===== config.mk =====
export PLATFORM = sky130hd
export DESIGN_NAME = fixed_window_message_throttle_unit_flat
export DESIGN_NICKNAME = d
export VERILOG_FILES = /design/src/rtl/fwmt_pkg.sv /design/src/rtl/fwmt_if.sv /design/src/rtl/fwmt_count_ram.sv /design/src/rtl/fixed_window_message_throttle_unit.sv /design/src/flat_wrapper.sv
export SDC_FILE = /design/constraint.sdc
export NUM_CORES = 2
export LEC_CHECK = 0
export BUFFER_PORTS_ARGS = -buffer_cell sky130_fd_sc_hd__buf_2
export CORE_MARGIN = 5
export CORE_UTILIZATION = 45
export CTS_CLUSTER_DIAMETER = 50
export DETAILED_ROUTE_END_ITERATION = 6
export GPL_TIMING_DRIVEN = 0
export HOLD_SLACK_MARGIN = 0.08
export PLACE_DENSITY = 0.62
export SYNTH_ARGS = -nofsm -noshare
export SYNTH_HDL_FRONTEND = slang
export SYNTH_HIERARCHICAL = 1
export SYNTH_SLANG_ARGS = --single-unit

===== constraint.sdc =====
create_clock -name clk -period 25.3 [get_ports clk]
set_input_delay 5.06 -clock clk [delete_from_list [all_inputs] [get_ports clk]]
set_output_delay 5.06 -clock clk [all_outputs]
set_load 0.01 [all_outputs]

===== src/rtl/fwmt_pkg.sv =====
// Shared widths, register codes and helper functions of the message throttle.
package fwmt_pkg;

  localparam int unsigned MAX_USERS_DEF = 256;
  localparam int unsigned TIME_W        = 32;
  localparam int unsigned COUNT_W       = 16;
  localparam int unsigned ID_W          = 8;
  localparam int unsigned CFG_IDX_W     = 3;
  localparam int unsigned CFG_DATA_W    = 32;

  typedef enum logic [CFG_IDX_W-1:0] {
    CFG_ENABLED       = 3'd0,
    CFG_LINE_LIMIT    = 3'd1,
    CFG_WINDOW_SECS   = 3'd2,
    CFG_PER_USER_MODE = 3'd3,
    CFG_WINDOW_START  = 3'd4
  } cfg_idx_t;

  function automatic logic [TIME_W-1:0] sat_add_time(
    input logic [TIME_W-1:0] a,
    input logic [TIME_W-1:0] b
  );
    logic [TIME_W:0] s;
    s = {1'b0, a} + {1'b0, b};
    return s[TIME_W] ? '1 : s[TIME_W-1:0];
  endfunction

  function automatic logic [COUNT_W-1:0] bump_count(input logic [COUNT_W-1:0] c);
    return (c == '1) ? c : c + COUNT_W'(1);
  endfunction

endpackage


===== src/rtl/fwmt_if.sv =====
// Valid/ready channel interfaces for messages and throttle decisions.
interface fwmt_in_if
  import fwmt_pkg::*;
();
  logic                valid;
  logic                ready;
  logic [TIME_W-1:0]   now_seconds;
  logic [ID_W-1:0]     sender_id;
  logic                sender_local;
  logic                exempt;

  modport source (output valid, output now_seconds, output sender_id,
                  output sender_local, output exempt, input ready);
  modport sink   (input valid, input now_seconds, input sender_id,
                  input sender_local, input exempt, output ready);
endinterface

interface fwmt_out_if;
  logic valid;
  logic ready;
  logic throttled;
  logic over_limit;

  modport source (output valid, output throttled, output over_limit, input ready);
  modport sink   (input valid, input throttled, input over_limit, output ready);
endinterface


===== src/rtl/fwmt_count_ram.sv =====
// Per-sender count memory with one write port and one registered read port.
module fwmt_count_ram
  import fwmt_pkg::*;
#(
  parameter int unsigned DEPTH = MAX_USERS_DEF,
  parameter int unsigned AW    = $clog2(DEPTH)
) (
  input  logic               clk,
  input  logic               we,
  input  logic [AW-1:0]      waddr,
  input  logic [COUNT_W-1:0] wdata,
  input  logic               re,
  input  logic [AW-1:0]      raddr,
  output logic [COUNT_W-1:0] rdata
);

  logic [COUNT_W-1:0] mem [DEPTH];
  logic [COUNT_W-1:0] rdata_r;

  always_ff @(posedge clk) begin
    if (we) begin
      mem[waddr] <= wdata;
    end
  end

  always_ff @(posedge clk) begin
    if (re) begin
      rdata_r <= mem[raddr];
    end
  end

  assign rdata = rdata_r;

endmodule


===== src/rtl/fixed_window_message_throttle_unit.sv =====
// Top level of the fixed-window message throttle for one channel.
//
//   Channel  Direction  Handshake     Contents
//   in_chan  input      valid/ready   now_seconds, sender_id, sender_local, exempt
//   out_chan output     valid/ready   throttled, over_limit
//   cfg_*    input      write enable  register index, 32-bit write data
//
// One transaction per cycle sustained while out_chan.ready is held high; a decision
// is presented once the update stage fires (the count memory is read at the accepting
// edge; the update stage then feeds the result register and waits while out_chan stalls).
// The per-sender count is one read-modify-write per message; a write to the
// entry being read is forwarded. Valid bits in flip-flops clear the table at reset,
// at window rollover and on writes of the window length or start. Reset is synchronous;
// the output register lets a new message enter while a decision waits to be taken.
module fixed_window_message_throttle_unit
  import fwmt_pkg::*;
#(
  parameter int unsigned MAX_USERS = MAX_USERS_DEF
) (
  input  logic                   clk,
  input  logic                   rst_n,
  fwmt_in_if.sink                in_chan,
  fwmt_out_if.source             out_chan,
  input  logic                   cfg_we,
  input  logic [CFG_IDX_W-1:0]   cfg_idx,
  input  logic [CFG_DATA_W-1:0]  cfg_wdata
);

  localparam int unsigned AW = (MAX_USERS > 1) ? $clog2(MAX_USERS) : 1;

  // Configuration registers.
  logic               enabled_r;
  logic [COUNT_W-1:0] line_limit_r;
  logic [COUNT_W-1:0] window_secs_r;
  logic               per_user_r;
  logic [TIME_W-1:0]  window_start_r;

  // Counting state.
  logic [TIME_W-1:0]    deadline_r, deadline_nxt;
  logic [COUNT_W-1:0]   chan_count_r, chan_count_nxt;
  logic [MAX_USERS-1:0] user_valid_r, user_valid_nxt;

  // Update stage.
  logic               s1_valid_r;
  logic [TIME_W-1:0]  s1_now_r;
  logic [AW-1:0]      s1_addr_r;
  logic               s1_in_range_r;
  logic               s1_local_r;
  logic               s1_exempt_r;
  logic               fwd_r;
  logic [COUNT_W-1:0] fwd_data_r;

  // Output register.
  logic out_valid_r;
  logic out_throttled_r;
  logic out_over_r;

  logic               in_acc;
  logic               s1_fire;
  logic [TIME_W-1:0]  in_id_ext;
  logic [AW-1:0]      in_addr;
  logic               in_range;
  logic [COUNT_W-1:0] ram_rdata;
  logic [COUNT_W-1:0] rd_eff;
  logic               active;
  logic               rollover;
  logic               count_user;
  logic [COUNT_W-1:0] user_old;
  logic [COUNT_W-1:0] user_new;
  logic [COUNT_W-1:0] chan_old;
  logic [COUNT_W-1:0] chan_new;
  logic               over;
  logic               ram_we;

  assign s1_fire       = s1_valid_r && (!out_valid_r || out_chan.ready);
  assign in_chan.ready = !s1_valid_r || s1_fire;
  assign in_acc        = in_chan.valid && in_chan.ready;

  assign in_id_ext = TIME_W'(in_chan.sender_id);
  assign in_addr   = in_id_ext[AW-1:0];
  assign in_range  = in_id_ext < TIME_W'(MAX_USERS);

  assign rd_eff   = fwd_r ? fwd_data_r : ram_rdata;
  assign active   = s1_fire && enabled_r && !s1_exempt_r;
  assign rollover = s1_now_r > deadline_r;

  assign count_user = per_user_r && s1_local_r && s1_in_range_r;
  assign user_old   = (rollover || !user_valid_r[s1_addr_r]) ? '0 : rd_eff;
  assign user_new   = bump_count(user_old);
  assign chan_old   = rollover ? '0 : chan_count_r;
  assign chan_new   = bump_count(chan_old);

  always_comb begin
    if (!enabled_r || s1_exempt_r) begin
      over = 1'b0;
    end else if (per_user_r) begin
      over = count_user && (user_new >= line_limit_r);
    end else begin
      over = chan_new >= line_limit_r;
    end
  end

  assign ram_we = active && count_user;

  always_comb begin
    deadline_nxt   = deadline_r;
    chan_count_nxt = chan_count_r;
    user_valid_nxt = user_valid_r;
    if (active) begin
      if (rollover) begin
        deadline_nxt   = sat_add_time(s1_now_r, TIME_W'(window_secs_r));
        chan_count_nxt = '0;
        user_valid_nxt = '0;
      end
      if (count_user) begin
        user_valid_nxt[s1_addr_r] = 1'b1;
      end else if (!per_user_r) begin
        chan_count_nxt = chan_new;
      end
    end
  end

  fwmt_count_ram #(
    .DEPTH (MAX_USERS),
    .AW    (AW)
  ) u_count_ram (
    .clk   (clk),
    .we    (ram_we),
    .waddr (s1_addr_r),
    .wdata (user_new),
    .re    (in_acc),
    .raddr (in_addr),
    .rdata (ram_rdata)
  );

  // Configuration and counting state.
  always_ff @(posedge clk) begin
    if (!rst_n) begin
      enabled_r      <= 1'b0;
      line_limit_r   <= COUNT_W'(2);
      window_secs_r  <= COUNT_W'(1);
      per_user_r     <= 1'b0;
      window_start_r <= '0;
      deadline_r     <= TIME_W'(1);
      chan_count_r   <= '0;
      user_valid_r   <= '0;
    end else if (cfg_we) begin
      unique case (cfg_idx_t'(cfg_idx))
        CFG_ENABLED: begin
          enabled_r <= cfg_wdata[0];
        end
        CFG_LINE_LIMIT: begin
          line_limit_r <= cfg_wdata[COUNT_W-1:0];
        end
        CFG_WINDOW_SECS: begin
          window_secs_r <= cfg_wdata[COUNT_W-1:0];
          deadline_r    <= sat_add_time(window_start_r, TIME_W'(cfg_wdata[COUNT_W-1:0]));
          chan_count_r  <= '0;
          user_valid_r  <= '0;
        end
        CFG_PER_USER_MODE: begin
          per_user_r <= cfg_wdata[0];
        end
        CFG_WINDOW_START: begin
          window_start_r <= cfg_wdata[TIME_W-1:0];
          deadline_r     <= sat_add_time(cfg_wdata[TIME_W-1:0], TIME_W'(window_secs_r));
          chan_count_r   <= '0;
          user_valid_r   <= '0;
        end
        default: begin
        end
      endcase
    end else begin
      deadline_r   <= deadline_nxt;
      chan_count_r <= chan_count_nxt;
      user_valid_r <= user_valid_nxt;
    end
  end

  // Update stage control.
  always_ff @(posedge clk) begin
    if (!rst_n) begin
      s1_valid_r <= 1'b0;
    end else if (in_acc) begin
      s1_valid_r <= 1'b1;
    end else if (s1_fire) begin
      s1_valid_r <= 1'b0;
    end
  end

  // Update stage payload, with forwarding of a write to the entry being read.
  always_ff @(posedge clk) begin
    if (in_acc) begin
      s1_now_r      <= in_chan.now_seconds;
      s1_addr_r     <= in_addr;
      s1_in_range_r <= in_range;
      s1_local_r    <= in_chan.sender_local;
      s1_exempt_r   <= in_chan.exempt;
      fwd_r         <= ram_we && (s1_addr_r == in_addr);
      fwd_data_r    <= user_new;
    end
  end

  // Output register.
  always_ff @(posedge clk) begin
    if (!rst_n) begin
      out_valid_r <= 1'b0;
    end else if (s1_fire) begin
      out_valid_r <= 1'b1;
    end else if (out_chan.ready) begin
      out_valid_r <= 1'b0;
    end
  end

  always_ff @(posedge clk) begin
    if (s1_fire) begin
      out_throttled_r <= over && s1_local_r;
      out_over_r      <= over;
    end
  end

  assign out_chan.valid      = out_valid_r;
  assign out_chan.throttled  = out_throttled_r;
  assign out_chan.over_limit = out_over_r;

endmodule


===== src/flat_wrapper.sv =====
// flat-port wrapper written by rule: the top's interface ports become plain ports
module fixed_window_message_throttle_unit_flat import fwmt_pkg::*;
#(
  parameter int unsigned MAX_USERS = MAX_USERS_DEF
)
  (clk, rst_n, cfg_we, cfg_idx, cfg_wdata, in_chan_valid, in_chan_now_seconds, in_chan_sender_id, in_chan_sender_local, in_chan_exempt, in_chan_ready, out_chan_valid, out_chan_throttled, out_chan_over_limit, out_chan_ready);
  fwmt_in_if in_chan_i ();
  fwmt_out_if out_chan_i ();
  input  logic clk;
  input  logic rst_n;
  input  logic cfg_we;
  input  logic [CFG_IDX_W-1:0] cfg_idx;
  input  logic [CFG_DATA_W-1:0] cfg_wdata;
  input wire logic [$bits(in_chan_i.valid)-1:0] in_chan_valid;
  input wire logic [$bits(in_chan_i.now_seconds)-1:0] in_chan_now_seconds;
  input wire logic [$bits(in_chan_i.sender_id)-1:0] in_chan_sender_id;
  input wire logic [$bits(in_chan_i.sender_local)-1:0] in_chan_sender_local;
  input wire logic [$bits(in_chan_i.exempt)-1:0] in_chan_exempt;
  output wire logic [$bits(in_chan_i.ready)-1:0] in_chan_ready;
  output wire logic [$bits(out_chan_i.valid)-1:0] out_chan_valid;
  output wire logic [$bits(out_chan_i.throttled)-1:0] out_chan_throttled;
  output wire logic [$bits(out_chan_i.over_limit)-1:0] out_chan_over_limit;
  input wire logic [$bits(out_chan_i.ready)-1:0] out_chan_ready;
  assign in_chan_i.valid = in_chan_valid;
  assign in_chan_i.now_seconds = in_chan_now_seconds;
  assign in_chan_i.sender_id = in_chan_sender_id;
  assign in_chan_i.sender_local = in_chan_sender_local;
  assign in_chan_i.exempt = in_chan_exempt;
  assign in_chan_ready = in_chan_i.ready;
  assign out_chan_valid = out_chan_i.valid;
  assign out_chan_throttled = out_chan_i.throttled;
  assign out_chan_over_limit = out_chan_i.over_limit;
  assign out_chan_i.ready = out_chan_ready;
  fixed_window_message_throttle_unit #(.MAX_USERS(MAX_USERS)) u_core (.clk(clk), .rst_n(rst_n), .in_chan(in_chan_i), .out_chan(out_chan_i), .cfg_we(cfg_we), .cfg_idx(cfg_idx), .cfg_wdata(cfg_wdata));
endmodule

== Yosys cells after proc, flatten, opt, wreduce, memory -nomap -nowiden ==
Memories as Yosys holds them, arrays and structs flattened. A register that Yosys moved wholly into a read port is not among the register bits.
Index checks and enable logic that the tools add are counted.
Operators by class
  $add $sub $neg: 5
  equality and inequality tests: 9
  bitwise operators: 1
  magnitude comparators: 6
  mux-type cells: 35
  reductions and logical operators: 33
Operators by type and width (count)
  256-bit 2-to-1 mux: 6
  256-bit OR: 1
  32-bit 2-to-1 mux: 6
  16-bit 2-to-1 mux: 10
  32-bit by 16-bit adder with 33-bit output: 3
  32-bit one-hot mux with 2 select lines: 1
  16-bit by 1-bit adder with 16-bit output, second input constant: 2
  16-bit == test, second input constant: 2
  16-bit greater-or-equal comparator: 2
  32-bit > comparator: 1
  8-bit by 9-bit less-than comparator with 1-bit output, second input constant: 2
  2-bit AND reduction: 6
  1-bit logical AND: 11
  1-bit 2-to-1 mux: 10
  1-bit binary-select mux with 8-bit select: 1
  1-bit demux with 8-bit select: 1
  8-bit == test: 1
  8-bit by 1-bit greater-or-equal comparator with 1-bit output, second input constant: 1
  2-bit nonzero test: 4
  3-bit by 2-bit == test with 1-bit output, second input constant: 2
  1-bit logical NOT: 5
  1-bit logical OR: 4
  3-bit by 1-bit == test with 1-bit output, second input constant: 1
  3-bit == test, second input constant: 1
  other kinds (5): 5
Word-level totals
  register bits: 434
  memory bits (writable): 4096
  memories kept: 1
  word-level logic and storage cells: 109
  output and inout bits: 4
  input bits: 82
Memory list
  u_core.u_count_ram.mem: depth 256, width 16, rd ports 1, clocked after Yosys merged registers in 1, write ports 1, line fwmt_count_ram.sv:17  | logic [COUNT_W-1:0] mem [DEPTH];

== Depth between registers and ports, before layout ==
  word-level depth: 12
  mapped depth: 28
  mapped depth without buffers: 25

== By module ==
The synthesis kept the hierarchy.
By module, submodules not included
  fwmt_count_ram: instances 1, cells each 7360, area an instance 158874.9 um2, seq. area each 123478.4 um2
  fixed_window_message_throttle_unit: instances 1, cells each 2664, area an instance 23635.2 um2, seq. area each 9278.9 um2

== Least setup slack after synthesis ==
Ideal clock, no wire load.
  path kind: reg-to-reg
  from: register u_core.s1_addr_r[0]
  to: register u_core.out_throttled_r, in the netlist u_core/out_chan.throttled, data pin
  library setup time: 0.265 ns
  stages on the path, launching flop included: 23
  data arrival time: 16.351 ns
  path buffers: 2
  setup slack: 8.684 ns
  required time: 25.035 ns
  period minus slack after synthesis: 16.616 ns
  cells stage by stage: edfxtp_1 > buf_4 > mux4_2 > mux2_2 > mux4_2 > a211o_1 > o32a_1 > nand4_4 > buf_2 > nor2_1 > ha_1 > a21boi_0 > a311oi_1 > nand2_1 > xnor2_1 > nor2_1 > a211oi_1 > ha_1 > o21a_1 > a21oi_1 > o21ai_0 > a21oi_1 > a31oi_1
Between the ends
  cells in the longest elaborated chain, start to end: 12
RTL lines
  from (decl): line fixed_window_message_throttle_unit.sv:46  | logic [AW-1:0] s1_addr_r;
  from (signal assigned): line fixed_window_message_throttle_unit.sv:195  | s1_addr_r <= in_addr;
  1-bit binary-select mux with 8-bit select (*): line fixed_window_message_throttle_unit.sv:88  | assign user_old = (rollover || !user_valid_r[s1_addr_r]) ? '0 : rd_eff;
  1-bit 2-to-1 mux (implied by the code) (*): line fixed_window_message_throttle_unit.sv:88
  1-bit logical NOT (*): line fixed_window_message_throttle_unit.sv:88
  1-bit logical OR (*): line fixed_window_message_throttle_unit.sv:88
  16-bit 2-to-1 mux (*): line fixed_window_message_throttle_unit.sv:88
  16-bit by 1-bit adder with 16-bit output / 16-bit == test (equally long branches): line fwmt_pkg.sv:29  | return (c == '1) ? c : c + COUNT_W'(1);
  16-bit 2-to-1 mux (*): line fwmt_pkg.sv:29
  net u_core.user_new[5]: line fixed_window_message_throttle_unit.sv:69  | logic [COUNT_W-1:0] user_new;
  16-bit greater-or-equal comparator (*): line fixed_window_message_throttle_unit.sv:97  | over = count_user && (user_new >= line_limit_r);
  1-bit logical AND (*): line fixed_window_message_throttle_unit.sv:97
  1-bit 2-to-1 mux (*): line fixed_window_message_throttle_unit.sv:96  | end else if (per_user_r) begin
  1-bit 2-to-1 mux (*): line fixed_window_message_throttle_unit.sv:94  | if (!enabled_r || s1_exempt_r) begin
  1-bit logical AND (*): line fixed_window_message_throttle_unit.sv:217  | out_throttled_r <= over && s1_local_r;
  to (signal assigned): line fixed_window_message_throttle_unit.sv:217
  to (decl): line fixed_window_message_throttle_unit.sv:55  | logic out_throttled_r;
The timed path passes the listed nets; every way through them passes the cells marked *. The select of a mux whose other input is x is not followed.
A chain may end at the register's enable or synchronous reset.

==> impl_metrics.yaml <==
placement:
  placed_area_um2: 196500
  dp.final_hpwl_um: 431900
  gp_congestion: 0.9869
  numPortBuffers: 84
final_layout:
  layout_commonest_cell: "edfxtp_1"
  n_fill_cell: 31693
  final_cell_mix: "edfxtp_1 (4173), mux4_2 (862), mux2i_1 (588), clkbuf_16 (480), clkbuf_1 (447)"
  nets: 11137
  multiInputGateArea_um2: 46940
  drive_above_1_share: 0.2324
  syn_to_final_growth_pct: 16.32
  layout.area.seq_um2: 132800
  fin_area_um2: 212300
die:
  die_area_um2: 418400
  rows: 233
  start_util: 0.4523
  pin_count: 86
  die_w_um: 646.9
  die_y_um: 646.9
  coreArea_um2: 403500
clock_tree:
  clk_latency_ns: 1.05
  cts_tree: "built"
  post_cts_buffers: 0
  numCtsBuffers: 476
  clk_pin_slew_worst_paths_ns: 0.06
  clock-root-buffer: "clkbuf_16"
  hold_buffers: 0
  cts_resized: 0
  cts_buffer_depth: 4
  numClockSinks: 4545
  cts_max_level: 5
timing:
  drv_slew: 82
  tightestPinTransition_ns: 1.649
  fin_skew_ns: 0.08828
  relSlewSlack: -0.09916
  setup_tns_ns: 0
  fmax_mhz: 92.18
  grt_setup_unrepaired: "no"
  post-route-period-util: 0.4288
  finalCriticalPeriod_ns: 10.85
  final-hold-violation-count: 0
  setup_viol: 0
route:
  routed_wl_um: 603400
  drt_iter0_markers: 15534
  firstDrtPassIters: 7
  vias: 107149
  viasPerCell: 6.386
  drc: 7
  ant_nets: 0
  routedWlPerCell_um: 35.96
critical_path:
  critPathArrivalTime_ns: 11.52
  path_max_fanout: 10
  cp-start-kind: "input port"
  cp_data_required_time_ns: 25.97
  critical_path_class: "in2reg"
  setup.worst_path.end_class: "register"
power:
  intPower_mw: 12.63
  seqPwrFrac: 0.505
  irDropWorstVdd_v: 0.00006155
  netSwitchingPower_mw: 3.717
  pwr-share-comb: 0.065
  total_power_mw: 16.34
  p_per_area_nw_per_um2: 76.98
  p_leak_nw: 68.84
  switching_share: 0.2274
  pwr-share-clk: 0.429
synthesis:
  synth_warnings: 6
  synth.distinct_cells: 87
  synth.net_count: 10223
  synth_area_leaders: "edfxtp_1 (69%), mux4_2 (11%), dfxtp_1 (4.1%)"
  syn_inst: 10024
  synth_area_leader_cell: "edfxtp_1"
  syn_area_um2: 182500
  synth_edf_count: 4173
  ys_seq_area_frac: 0.7274
  postSynthAreaPerCell_um2: 18.21
  synthFlopType: "edfxtp_1"
  async_reset_ff_frac: 0
  ys_ff_latch: 4545
  synth_top_area_frac: 0.6866
global_routing:
  grt_overflow_total: 0
  grt_pass1_wl_um: 824500
  grt_usage: 0.2823
  antenna_found_initial: 48
  grt_max_degree: 135
  grt_pass1_vias: 103163
outcome:
  violations: "design-rule violations, max-capacitance violations, max-slew violations"
  status: "finished with violations"
flow_run:
  maxCapViolCount: 13
hold_path:
  hold_path_class: "reg2reg"
## cells by family (layout without fill, tap and decap cells)
group	after synthesis	after routing	synth area share
xor+xnor	92	92	0.004415
compound gates	1579	1579	0.06016
mux	1551	1551	0.1449
simple gates	1423	1423	0.03465
flops	4545	4545	0.7274
fa+ha+maj	117	117	0.008144
other cells	0	33	0
buf+inv	717	2035	0.02034
## critical path, cell delays in order
cell and delay, ns:
buf_2 0.16, buf_2 0.31, clkbuf_1 1.07, clkbuf_1 1.21, clkbuf_1 1.27, a21oi_1 0.07
nor3_1 0.85, nor4_1 0.31, nor4_1 1.12
## Yosys cell counts (150+ instances only)
cell type and count:
mux4_2 862, o221ai_1 254, a21oi_1 340, nand2_1 272, edfxtp_1 4173, a22oi_1 309
mux2i_1 588, o22ai_1 153, o21ai_0 150, clkbuf_1 387, nor2_1 693, dfxtp_1 372
## power by group through the flow
stage	logic, mW	clock network, mW	registers (mW)
6_report	1.07	7.02	8.26
5_1_grt	1.09	7.43	8.25
4_1_cts	1.05	7.10	8.25
3_5_place_dp	1.04	0	8.41
3_3_place_gp	0.956	0	8.52
2_1_floorplan	0.536	0	8.44
## metrics by stage
step | util | std cells | worst slack (ns) | hold slack, ns
detailed placement | 0.4870 | 15863 | 13.92 | 0.4551
global placement | 0.4701 | 15513 | -9.278 | 0.4515
floorplan | - | 10024 | 8.684 | 0.4363
global route | 0.5260 | 16757 | 14.56 | 0.4834
CTS | 0.5258 | 16745 | 14.64 | 0.4626
finish | 0.5262 | 16780 | 14.45 | 0.4581
## path summary, 6_finish.rpt
check | start | end | slack [ns] | cells past startpoint
setup / recovery | in_chan_sender_id[2] | u_core/u_count_ram/rdata[12] | 14.45 | 9
hold / removal | u_core/window_start_r[11] | u_core/window_start_r[11] | 0.46 | 2
hold reg to reg | u_core/window_start_r[11] | u_core/window_start_r[11] | 0.46 | 2
setup reg to reg | u_core/s1_addr_r[1] | u_core/out_chan.over_limit | 16.57 | 26
## registers in the layout, summed over array words and instances (netlist names)
signal and flops:
u_core/per_user_r 1, u_core/enabled_r 1, u_core/out_chan.throttled 1, u_core/out_chan.over_limit 1, u_core/chan_count_r 16, u_core/fwd_data_r 16, u_core/s1_now_r 32, u_core/window_start_r 32
u_core/fwd_r 1, u_core/s1_local_r 1, u_core/s1_addr_r 8, u_core/u_count_ram/mem 4096, u_core/out_chan.valid 1, u_core/u_count_ram/rdata 16, u_core/s1_valid_r 1, u_core/line_limit_r 16
u_core/s1_exempt_r 1, u_core/window_secs_r 16, u_core/user_valid_r 256, u_core/deadline_r 32
## layout make-up
class                           instances  share of cell area
Antenna cell                           33           0.0003890
Buffer                                631             0.01610
Clock buffer                          564             0.05821
Clock inverter                        318             0.01565
Inverter                               86            0.001556
Multi-Input combinational cell       4762              0.2211
Sequential cell                      4545              0.6254
Tap cell                             5405             0.03186
Timing Repair Buffer                  436             0.02979
## per-layer routing
layer / GRT usage / vias to the layer above / routed length [µm]
li1: - / 43090 / -
met1: 0.3806 / 56175 / 225600
met2: 0.4338 / 6694 / 274400
met3: 0.07689 / 1172 / 71830
met4: 0.1211 / 18 / 31330
met5: 0.002517 / - / 212
Note: power is estimated with default switching activity, not from simulation.
